`src/lts_pkg.sv`:
```
package lts_pkg;

  // Character codes
  localparam logic [7:0] CH_NUL   = 8'd0;
  localparam logic [7:0] CH_LF    = 8'd10;
  localparam logic [7:0] CH_SP    = 8'd32;
  localparam logic [7:0] CH_BANG  = 8'd33;
  localparam logic [7:0] CH_DQ    = 8'd34;
  localparam logic [7:0] CH_PCT   = 8'd37;
  localparam logic [7:0] CH_SQ    = 8'd39;
  localparam logic [7:0] CH_STAR  = 8'd42;
  localparam logic [7:0] CH_PLUS  = 8'd43;
  localparam logic [7:0] CH_MINUS = 8'd45;
  localparam logic [7:0] CH_DOT   = 8'd46;
  localparam logic [7:0] CH_SLASH = 8'd47;
  localparam logic [7:0] CH_LT    = 8'd60;
  localparam logic [7:0] CH_EQ    = 8'd61;
  localparam logic [7:0] CH_GT    = 8'd62;
  localparam logic [7:0] CH_USCR  = 8'd95;

  // Result queue geometry (power of two)
  localparam int unsigned Q_DEPTH = 4;
  localparam int unsigned Q_AW    = $clog2(Q_DEPTH);

  typedef struct packed {
    logic [7:0] token_char;
    logic       token_start;
    logic       run_last;
  } res_t;

  // Results of one decoded byte: cnt of 0, 1 or 2 valid entries in res
  typedef struct packed {
    logic [1:0]      cnt;
    res_t [1:0]      res;
  } dec_t;

  typedef struct packed {
    logic [Q_AW:0] level;
    logic          space;
  } q_stat_t;

endpackage

```
`src/lts_if.sv`:
```
interface lts_in_if;
  logic       valid;
  logic       ready;
  logic [7:0] char_in;

  modport source (output valid, output char_in, input ready);
  modport sink (input valid, input char_in, output ready);
endinterface

interface lts_out_if;
  logic       valid;
  logic       ready;
  logic [7:0] token_char;
  logic       token_start;
  logic       run_last;

  modport source (output valid, output token_char, output token_start, output run_last,
                  input ready);
  modport sink (input valid, input token_char, input token_start, input run_last,
                output ready);
endinterface

```
`src/lts_decode.sv`:
```
module lts_decode (
  input  logic             clk,
  input  logic             rst_n,
  input  logic             fire_i,
  input  logic [7:0]       char_i,
  output lts_pkg::dec_t    dec_o
);

  typedef struct packed {
    logic       emit;
    logic       start;
    logic       hv;
    logic [7:0] hc;
    logic       iw;
    logic       iq;
  } fresh_t;

  logic [7:0] held_char_r, held_char_nxt;
  logic       held_valid_r, held_valid_nxt;
  logic       in_word_r, in_word_nxt;
  logic       in_quote_r, in_quote_nxt;

  fresh_t     f_open;
  fresh_t     f_after;

  function automatic logic is_digit(input logic [7:0] c);
    return c inside {[8'd48:8'd57]};
  endfunction

  function automatic logic is_alnum(input logic [7:0] c);
    return is_digit(c) || (c inside {[8'd65:8'd90]}) || (c inside {[8'd97:8'd122]});
  endfunction

  function automatic logic is_rep_op(input logic [7:0] c);
    return c inside {lts_pkg::CH_PLUS, lts_pkg::CH_MINUS, lts_pkg::CH_GT,
                     lts_pkg::CH_LT, lts_pkg::CH_STAR};
  endfunction

  function automatic logic is_eq_op(input logic [7:0] c);
    return c inside {lts_pkg::CH_SLASH, lts_pkg::CH_PCT, lts_pkg::CH_BANG, lts_pkg::CH_EQ};
  endfunction

  function automatic logic pairs_with(input logic [7:0] h, input logic [7:0] c);
    logic p;
    p = 1'b0;
    if (is_rep_op(h)) begin
      p = (c == h) || (c == lts_pkg::CH_EQ);
    end else if (is_eq_op(h)) begin
      p = (c == lts_pkg::CH_EQ);
    end else if (h == lts_pkg::CH_USCR) begin
      p = (c == lts_pkg::CH_SLASH);
    end
    return p;
  endfunction

  // Handle a byte with nothing held and no string open
  function automatic fresh_t do_fresh(input logic [7:0] c, input logic iw,
                                      input logic [7:0] hc);
    fresh_t f;
    f.emit  = 1'b0;
    f.start = 1'b1;
    f.hv    = 1'b0;
    f.hc    = hc;
    f.iw    = iw;
    f.iq    = 1'b0;
    if (c == lts_pkg::CH_NUL) begin
      f.hc = 8'd0;
      f.iw = 1'b0;
    end else if (c == lts_pkg::CH_LF || c == lts_pkg::CH_SP) begin
      f.iw = 1'b0;
    end else if (is_alnum(c)) begin
      f.emit  = 1'b1;
      f.start = !iw;
      f.iw    = 1'b1;
    end else if (c == lts_pkg::CH_DOT || is_rep_op(c) || is_eq_op(c) ||
                 c == lts_pkg::CH_USCR) begin
      f.hv = 1'b1;
      f.hc = c;
    end else if (c == lts_pkg::CH_DQ || c == lts_pkg::CH_SQ) begin
      f.emit  = 1'b1;
      f.start = !iw;
      f.iq    = 1'b1;
      f.iw    = 1'b1;
    end else begin
      f.emit = 1'b1;
      f.iw   = 1'b0;
    end
    return f;
  endfunction

  always_comb begin
    f_open  = do_fresh(char_i, in_word_r, held_char_r);
    f_after = do_fresh(char_i, 1'b0, 8'd0);

    held_char_nxt  = held_char_r;
    held_valid_nxt = held_valid_r;
    in_word_nxt    = in_word_r;
    in_quote_nxt   = in_quote_r;

    dec_o.cnt    = 2'd0;
    dec_o.res[0] = '{token_char: char_i, token_start: 1'b0, run_last: 1'b0};
    dec_o.res[1] = '{token_char: char_i, token_start: 1'b0, run_last: 1'b1};

    if (in_quote_r) begin
      if (char_i == lts_pkg::CH_NUL) begin
        held_char_nxt  = 8'd0;
        held_valid_nxt = 1'b0;
        in_word_nxt    = 1'b0;
        in_quote_nxt   = 1'b0;
      end else begin
        dec_o.cnt = 2'd1;
        if (char_i == lts_pkg::CH_DQ || char_i == lts_pkg::CH_SQ) begin
          in_quote_nxt = 1'b0;
          in_word_nxt  = 1'b0;
        end
      end
    end else if (held_valid_r) begin
      held_valid_nxt = 1'b0;
      held_char_nxt  = 8'd0;
      dec_o.res[0].token_char  = held_char_r;
      dec_o.res[0].token_start = 1'b1;
      if (held_char_r == lts_pkg::CH_DOT && is_digit(char_i)) begin
        // dot joins the number
        dec_o.cnt                = 2'd2;
        dec_o.res[0].token_start = !in_word_r;
        in_word_nxt              = 1'b1;
      end else if (held_char_r != lts_pkg::CH_DOT && pairs_with(held_char_r, char_i)) begin
        dec_o.cnt   = 2'd2;
        in_word_nxt = 1'b0;
      end else begin
        // flush the held byte, then handle this one afresh
        dec_o.cnt                = f_after.emit ? 2'd2 : 2'd1;
        dec_o.res[1].token_start = f_after.start;
        held_valid_nxt           = f_after.hv;
        held_char_nxt            = f_after.hc;
        in_word_nxt              = f_after.iw;
        in_quote_nxt             = f_after.iq;
      end
    end else begin
      dec_o.cnt                = {1'b0, f_open.emit};
      dec_o.res[0].token_start = f_open.start;
      held_valid_nxt           = f_open.hv;
      held_char_nxt            = f_open.hc;
      in_word_nxt              = f_open.iw;
      in_quote_nxt             = f_open.iq;
    end

    dec_o.res[0].run_last = (dec_o.cnt == 2'd1);
  end

  always_ff @(posedge clk) begin
    if (!rst_n) begin
      held_char_r  <= 8'd0;
      held_valid_r <= 1'b0;
      in_word_r    <= 1'b0;
      in_quote_r   <= 1'b0;
    end else if (fire_i) begin
      held_char_r  <= held_char_nxt;
      held_valid_r <= held_valid_nxt;
      in_word_r    <= in_word_nxt;
      in_quote_r   <= in_quote_nxt;
    end
  end

endmodule

```
`src/lts_out_q.sv`:
```
module lts_out_q (
  input  logic               clk,
  input  logic               rst_n,
  input  logic               push_i,
  input  lts_pkg::dec_t      dec_i,
  output lts_pkg::q_stat_t   stat_o,
  lts_out_if.source          out_ch
);

  localparam int unsigned DEPTH = lts_pkg::Q_DEPTH;
  localparam int unsigned AW    = lts_pkg::Q_AW;

  lts_pkg::res_t  mem [DEPTH];
  logic [AW-1:0]  wr_ptr_r, wr_ptr_nxt;
  logic [AW-1:0]  rd_ptr_r, rd_ptr_nxt;
  logic [AW:0]    level_r, level_nxt;
  logic [1:0]     push_n;
  logic           pop;

  assign pop    = out_ch.valid && out_ch.ready;
  assign push_n = push_i ? dec_i.cnt : 2'd0;

  assign wr_ptr_nxt = wr_ptr_r + AW'(push_n);
  assign rd_ptr_nxt = rd_ptr_r + AW'(pop);
  assign level_nxt  = level_r + (AW+1)'(push_n) - (AW+1)'(pop);

  assign out_ch.valid       = (level_r != '0);
  assign out_ch.token_char  = mem[rd_ptr_r].token_char;
  assign out_ch.token_start = mem[rd_ptr_r].token_start;
  assign out_ch.run_last    = mem[rd_ptr_r].run_last;

  assign stat_o.level = level_r;
  assign stat_o.space = (level_r <= (AW+1)'(DEPTH - 2));

  always_ff @(posedge clk) begin
    if (push_n != 2'd0) begin
      mem[wr_ptr_r] <= dec_i.res[0];
    end
    if (push_n == 2'd2) begin
      mem[wr_ptr_r + AW'(1)] <= dec_i.res[1];
    end
  end

  always_ff @(posedge clk) begin
    if (!rst_n) begin
      wr_ptr_r <= '0;
      rd_ptr_r <= '0;
      level_r  <= '0;
    end else begin
      wr_ptr_r <= wr_ptr_nxt;
      rd_ptr_r <= rd_ptr_nxt;
      level_r  <= level_nxt;
    end
  end

endmodule

```
`src/lexer_token_splitter.sv`:
```
// Token splitter: source bytes in, token bytes out.
// in_ch carries one source byte per beat (char_in, 0 ends the text).
// out_ch carries one token byte per beat with token_start marking the first
// byte of a token and run_last marking the last beat caused by an input byte.
// One input byte yields zero, one or two output beats: a dot or an operator
// is held until the next byte decides whether it pairs with it.
// Path: a byte accepted from in_ch sits in the input register until the
// result queue has two free entries, is then decoded into the queue, and
// its first result is valid at out_ch once that queue write is registered.
// Throughput: one input byte per cycle unless stalled; output drains one beat
// per cycle while out_ch.ready is high, so bytes that yield two results slow
// the input; the four-entry queue decodes a byte only with two free entries.
// Stall: when out_ch.ready is low the queue fills, the decoder holds, and
// in_ch.ready drops once the input register is also full. No beat is lost.
// Reset (rst_n low, synchronous): the queue empties, nothing is held, and
// the word and string flags clear.
module lexer_token_splitter (
  input  logic      clk,
  input  logic      rst_n,
  lts_in_if.sink    in_ch,
  lts_out_if.source out_ch
);

  logic             in_valid_r;
  logic [7:0]       in_char_r;
  logic             dec_fire;
  lts_pkg::dec_t    dec;
  lts_pkg::q_stat_t q_stat;

  assign dec_fire    = in_valid_r && q_stat.space;
  assign in_ch.ready = !in_valid_r || dec_fire;

  always_ff @(posedge clk) begin
    if (!rst_n) begin
      in_valid_r <= 1'b0;
    end else if (in_ch.valid && in_ch.ready) begin
      in_valid_r <= 1'b1;
    end else if (dec_fire) begin
      in_valid_r <= 1'b0;
    end
  end

  always_ff @(posedge clk) begin
    if (in_ch.valid && in_ch.ready) begin
      in_char_r <= in_ch.char_in;
    end
  end

  lts_decode u_decode (
    .clk    (clk),
    .rst_n  (rst_n),
    .fire_i (dec_fire),
    .char_i (in_char_r),
    .dec_o  (dec)
  );

  lts_out_q u_out_q (
    .clk    (clk),
    .rst_n  (rst_n),
    .push_i (dec_fire),
    .dec_i  (dec),
    .stat_o (q_stat),
    .out_ch (out_ch)
  );

`ifndef SYNTHESIS
  a_level_bound: assert property (@(posedge clk) disable iff (!rst_n)
    q_stat.level <= (lts_pkg::Q_AW + 1)'(lts_pkg::Q_DEPTH))
    else $error("result queue overflow");

  a_no_rise_idle: assert property (@(posedge clk) disable iff (!rst_n)
    !dec_fire |=> q_stat.level <= $past(q_stat.level))
    else $error("result queue grew without a decode");

  a_stall_blocks_in: assert property (@(posedge clk) disable iff (!rst_n)
    (in_valid_r && !q_stat.space) |-> !in_ch.ready)
    else $error("input taken while input register is stuck");
`endif

endmodule
```
`src/flat_wrapper.sv`:
```
// flat-port wrapper written by rule: the top's interface ports become plain ports
module lexer_token_splitter_flat 
  (clk, rst_n, in_ch_valid, in_ch_char_in, in_ch_ready, out_ch_valid, out_ch_token_char, out_ch_token_start, out_ch_run_last, out_ch_ready);
  lts_in_if in_ch_i ();
  lts_out_if out_ch_i ();
  input  logic clk;
  input  logic rst_n;
  input wire logic [$bits(in_ch_i.valid)-1:0] in_ch_valid;
  input wire logic [$bits(in_ch_i.char_in)-1:0] in_ch_char_in;
  output wire logic [$bits(in_ch_i.ready)-1:0] in_ch_ready;
  output wire logic [$bits(out_ch_i.valid)-1:0] out_ch_valid;
  output wire logic [$bits(out_ch_i.token_char)-1:0] out_ch_token_char;
  output wire logic [$bits(out_ch_i.token_start)-1:0] out_ch_token_start;
  output wire logic [$bits(out_ch_i.run_last)-1:0] out_ch_run_last;
  input wire logic [$bits(out_ch_i.ready)-1:0] out_ch_ready;
  assign in_ch_i.valid = in_ch_valid;
  assign in_ch_i.char_in = in_ch_char_in;
  assign in_ch_ready = in_ch_i.ready;
  assign out_ch_valid = out_ch_i.valid;
  assign out_ch_token_char = out_ch_i.token_char;
  assign out_ch_token_start = out_ch_i.token_start;
  assign out_ch_run_last = out_ch_i.run_last;
  assign out_ch_i.ready = out_ch_ready;
  lexer_token_splitter u_core (.clk(clk), .rst_n(rst_n), .in_ch(in_ch_i), .out_ch(out_ch_i));
endmodule
```
`config.mk`:
```
export PLATFORM = sky130hd
export DESIGN_NAME = lexer_token_splitter_flat
export DESIGN_NICKNAME = d
export VERILOG_FILES = /design/src/lts_pkg.sv /design/src/lts_if.sv /design/src/lts_decode.sv /design/src/lts_out_q.sv /design/src/lexer_token_splitter.sv /design/src/flat_wrapper.sv
export SDC_FILE = /design/constraint.sdc
export NUM_CORES = 1
export LEC_CHECK = 0
export BUFFER_PORTS_ARGS = -buffer_cell sky130_fd_sc_hd__buf_2
export CORE_MARGIN = 2
export CORE_UTILIZATION = 45
export CTS_BUF_LIST = sky130_fd_sc_hd__clkbuf_8 sky130_fd_sc_hd__clkbuf_16
export DETAILED_ROUTE_END_ITERATION = 10
export PLACE_DENSITY = 0.62
export SYNTH_ARGS = -nofsm -noshare
export SYNTH_HDL_FRONTEND = slang
export SYNTH_SLANG_ARGS = --single-unit
```
`constraint.sdc`:
```
create_clock -name clk -period 4.67 [get_ports clk]
set_clock_uncertainty 0.15 [all_clocks]
set_input_delay 0.2335 -clock clk [delete_from_list [all_inputs] [get_ports clk]]
set_output_delay 0.2335 -clock clk [all_outputs]
set_load 0.005 [all_outputs]
```
==> impl.org <==
** Status
- The flow ran to the end, and the final reports show no timing, DRC or antenna violations.

** Logic synthesis
- Synthesis produced 319 cells.
- In this run, distinct cell masters in the synthesized netlist total 60.
- Sorting the synthesized cells by how often they occur yields sky130_fd_sc_hd__edfxtp_1 (44), sky130_fd_sc_hd__a22o_1 (32), sky130_fd_sc_hd__dfxtp_1 (23), sky130_fd_sc_hd__nor2_1 (19), sky130_fd_sc_hd__nand2_1 (18).
- Yosys mapped a number of flops with a built-in enable equal to 44.
- Avg Inst Size Synth :: 11.25 um^2
- Of all flip-flops after synthesis, the portion carrying an async set or reset was 0%.
- During synthesis, Yosys emitted a total of 0 warnings.
- Area leader, netlist :: sky130_fd_sc_hd__edfxtp_1
- sky130_fd_sc_hd__edfxtp_1 is the most common cell in the netlist.
- The mapped netlist covers 0.003588 mm^2.
- Counting flops and latches in the post-synthesis netlist gives 67.
- Area share of the leading cell type in the synthesized netlist :: 36.82%
- Synthesized Nets :: 337
- Biggest area contributors in the synthesized netlist :: sky130_fd_sc_hd__edfxtp_1 (37%), sky130_fd_sc_hd__dfxtp_1 (13%), sky130_fd_sc_hd__a22o_1 (7.8%)
- Synth Flop Type :: sky130_fd_sc_hd__edfxtp_1
- Fraction of the yosys area taken by sequential cells :: 49.65%

** Power
- Summed over all cells, the static leakage comes to 1.504 nW.
- Worst VDD drop :: 0.0001465 V
- Pwr Density :: 421.6 mW/mm^2

** Clocking
- Clock-pin slew reported for the worst setup and hold paths after clock tree synthesis :: 0.08 ns
- TritonCTS built the clock tree.
- Clk Latency, worst-skew pair :: 0.36 ns
- In this run the clock root is driven by a sky130_fd_sc_hd__clkbuf_8.
- TritonCTS created 9 clock buffers.
- Clk sink count :: 67
- Gates resized during post-CTS repair numbered 0.
- The longest clock path from root to sink contains 2 buffers.
- The H-tree was split into 3 levels.

** Setup path
- Kind of start point of the critical path :: register
- Required time reported for the critical path endpoint :: 4.78 ns
- Along the worst path, the maximum fanout reaches 14.
- Counting cells, the worst reg-to-reg path comes to 13.
- At the worst endpoint, the arrival time is 3.81 ns.
- STA classifies the critical path endpoint as a register.
- R2r setup slk :: 0.96 ns
- Crit path kind :: register to register
- The worst register-to-register path begins at u_core.in_char_r[4]$_DFFE_PP_.
- In this run the critical register-to-register path is captured at u_core.u_out_q.level_r[2]$_SDFF_PN0_.

** Placed design
- During placement, the flow inserted port buffers numbering 23.
- Summed over all nets, the half-perimeter wirelength after detailed placement is 5368 um.
- Placed cell areas :: 0.003729 mm^2
- At the end of routability-driven placement, the weighted congestion stood at 0.9316.

** Timing
- Hold slack final :: 0.1104 ns
- Worst-margin pin slew :: 1.022 ns
- Summed over all failing endpoints, the final setup total negative slack is 0 ns.
- Peak Freq :: 269.9 MHz
- Setup repair after global routing left no endpoint under its margin.
- Setup violations remaining at the end of the flow were counted as 0.
- The final count of pins violating max slew came to 0.
- Dividing the final minimum period by the clock period gives 79.34%.
- The worst pin sits at a relative slew slack of 31.84%.
- The clock period could shrink to 3.705 ns.
- Hold Fails Final Rpt :: 0

** Cells and area
- In the final layout, flip-flops and latches occupy 0.001782 mm^2.
- Fraction of final layout cells with drive strength greater than 1 :: 16.52%
- Relative to the synthesized area, the layout overhead comes to 13.95%.
- The repair_antennas step left the layout with diodes totalling 0.
- Summing all multi-input logic gate instances after layout gives 0.001653 mm^2.
- Final-layout fill cell count :: 665
- # nets final :: 358
- Measured on the finished design, the core utilization comes to 52.91%.
- Final non-filler cell area :: 0.004089 mm^2

** Global route
- Maximum number of pins on one net before global-route repair :: 17
- After global routing the overflow that remains totals 0.
- Overall global routing resource usage :: 18.91%
- The first global-routing pass estimated 12660 um of wire.
- Vias in the first global route :: 2452
- Antenna violations before repair :: 0

** Floorplanning
- Die Ht :: 93.30 um
- For this configuration, the core starts out at a cell density of 46.44%.
- The die covers 0.008705 mm^2.
- Core area :: 0.007727 mm^2
- The floorplan has 32 rows.
- The die is 93.30 um wide.
- For this design the top-level I/O count stands at 24.

** Drt
- Wires add up to 7475 um.
- Using the TritonRoute via totals, the vias-per-cell ratio works out to 5.689.
- In this run the remaining antenna-violating nets after routing total 0.
- Detailed routing inserted a total of 2543 vias.
- Number of detailed-route iterations in the first pass :: 4
- For this run, design rule violations remaining after detail routing come to 0.
- DRT iter0 DRCs :: 284
- Dividing the detail-routed wire length by the instance count gives 16.72 um.

** Hold path
- The path with the worst hold slack has its endpoint at u_core.in_valid_r$_SDFFE_PN0P_.
- Worst hold stages :: 2
- The tightest min-delay check is of the input port to register type.
- Min-delay src :: rst_n

** Run
- Number of max-cap violations :: 0
## metal layers
layer	global-route usage [%]	part of all wire (%)	up-vias	routed length, um
met4	8.088	1.6	0	123
met5	0	0	-	0
met1	26.62	48	1208	3572
met3	2.740	4.2	9	315
met2	29.26	46	68	3464
li1	-	-	1258	-
## per-stage QoR
step           worst slack, ns  power, mW  std cells
6_report                0.9650      1.724        447
3_5_place_dp            0.9980      1.086        422
2_1_floorplan            1.385     0.9810        319
4_1_cts                 0.9741      1.737        447
3_3_place_gp             1.020      1.080        422
5_1_grt                 0.6548      1.805        447
## registers in the layout, indices dropped and copies added, names as in the netlist
register                      cells
u_core.in_char_r                  8
u_core.u_decode.in_word_r         1
u_core.u_out_q.wr_ptr_r           2
u_core.u_out_q.mem               40
u_core.u_decode.held_char_r       8
u_core.u_decode.held_valid_r      1
u_core.u_decode.in_quote_r        1
u_core.in_valid_r                 1
u_core.u_out_q.level_r            3
u_core.u_out_q.rd_ptr_r           2
## placed cells by master (no fill, tap or decap), drive strengths merged, types with 3 or more instances in the layout
master / instances
edfxtp: 44
a22o: 32
buf: 24
dfxtp: 23
nor2: 19
nand2: 18
o21ai: 13
and2: 12
inv: 12
nand2b: 11
xor2: 10
mux4: 10
nor3: 10
clkbuf: 9
dlygate4sd3: 9
a21oi: 8
a21boi: 7
o22ai: 6
ha: 5
nand3: 4
nor4: 4
xnor2: 4
bufinv: 4
and3: 3
nand3b: 3
## final cells by class
type | count | share of cell area (%)
tap | 102 | 3.121
multi-input combinational | 218 | 40.42
clock buffer | 9 | 3.029
inverter | 11 | 1.071
sequential | 67 | 43.57
timing repair buffer | 33 | 5.202
clock inverter | 7 | 3.580
## cells by family (layout without fill, tap and decap cells)
group                    count (synthesis)  after routing  synth area share [%]
AND/OR/NAND/NOR                        104            104                 16.14
AO/OA/AOI/OAI                           82             82                 17.36
flip-flops                              67             67                 49.65
buffers and inverters                   34             60                 4.288
XOR/XNOR                                14             14                 3.417
multiplexers                            12             12                 6.834
adder cells (fa/ha/maj)                  6              6                 2.301
## critical path, cell delays in order, from the launching register on
cell and delay [ns]:
sky130_fd_sc_hd__edfxtp_1 0.58, sky130_fd_sc_hd__nand2b_1 0.26, sky130_fd_sc_hd__nor4_1 0.30, sky130_fd_sc_hd__a22o_1 0.17, sky130_fd_sc_hd__a31oi_1 0.12, sky130_fd_sc_hd__o31ai_2 0.36
sky130_fd_sc_hd__and2b_1 0.39, sky130_fd_sc_hd__inv_4 0.10, sky130_fd_sc_hd__ha_1 0.29, sky130_fd_sc_hd__inv_1 0.05, sky130_fd_sc_hd__fa_1 0.43, sky130_fd_sc_hd__xnor2_1 0.19
sky130_fd_sc_hd__xnor2_1 0.08, sky130_fd_sc_hd__and2_1 0.14
## how the worst max path moves through the flow
| stage | startpoint | end | slack, ns | depth (start not counted) |
|---|---|---|---|---|
| after floorplan | u_core.in_char_r[3]$_DFFE_PP_ | u_core.u_out_q.level_r[2]$_SDFF_PN0_ | 1.39 | 15 |
| after global placement | u_core.in_char_r[4]$_DFFE_PP_ | u_core.u_out_q.level_r[2]$_SDFF_PN0_ | 1.02 | 13 |
| after detailed placement | u_core.in_char_r[4]$_DFFE_PP_ | u_core.u_out_q.level_r[2]$_SDFF_PN0_ | 1.0 | 13 |
| after CTS | u_core.in_char_r[4]$_DFFE_PP_ | u_core.u_out_q.level_r[2]$_SDFF_PN0_ | 0.97 | 14 |
| after global routing | u_core.in_char_r[4]$_DFFE_PP_ | u_core.u_out_q.level_r[2]$_SDFF_PN0_ | 0.65 | 13 |
| final | u_core.in_char_r[4]$_DFFE_PP_ | u_core.u_out_q.level_r[2]$_SDFF_PN0_ | 0.96 | 13 |
## power breakdown
group	switching, mW	total, mW	internal [mW]
Sequential	0.0745	0.760	0.686
Clock	0.237	0.650	0.413
Combinational	0.138	0.313	0.175
Total	0.450	1.72	1.27
## timing repair
item                      CTS  global route
setup buffers               0             0
hold endpoints to repair    9             0
hold buffers                9             0
(Power assumes the default switching activity.)
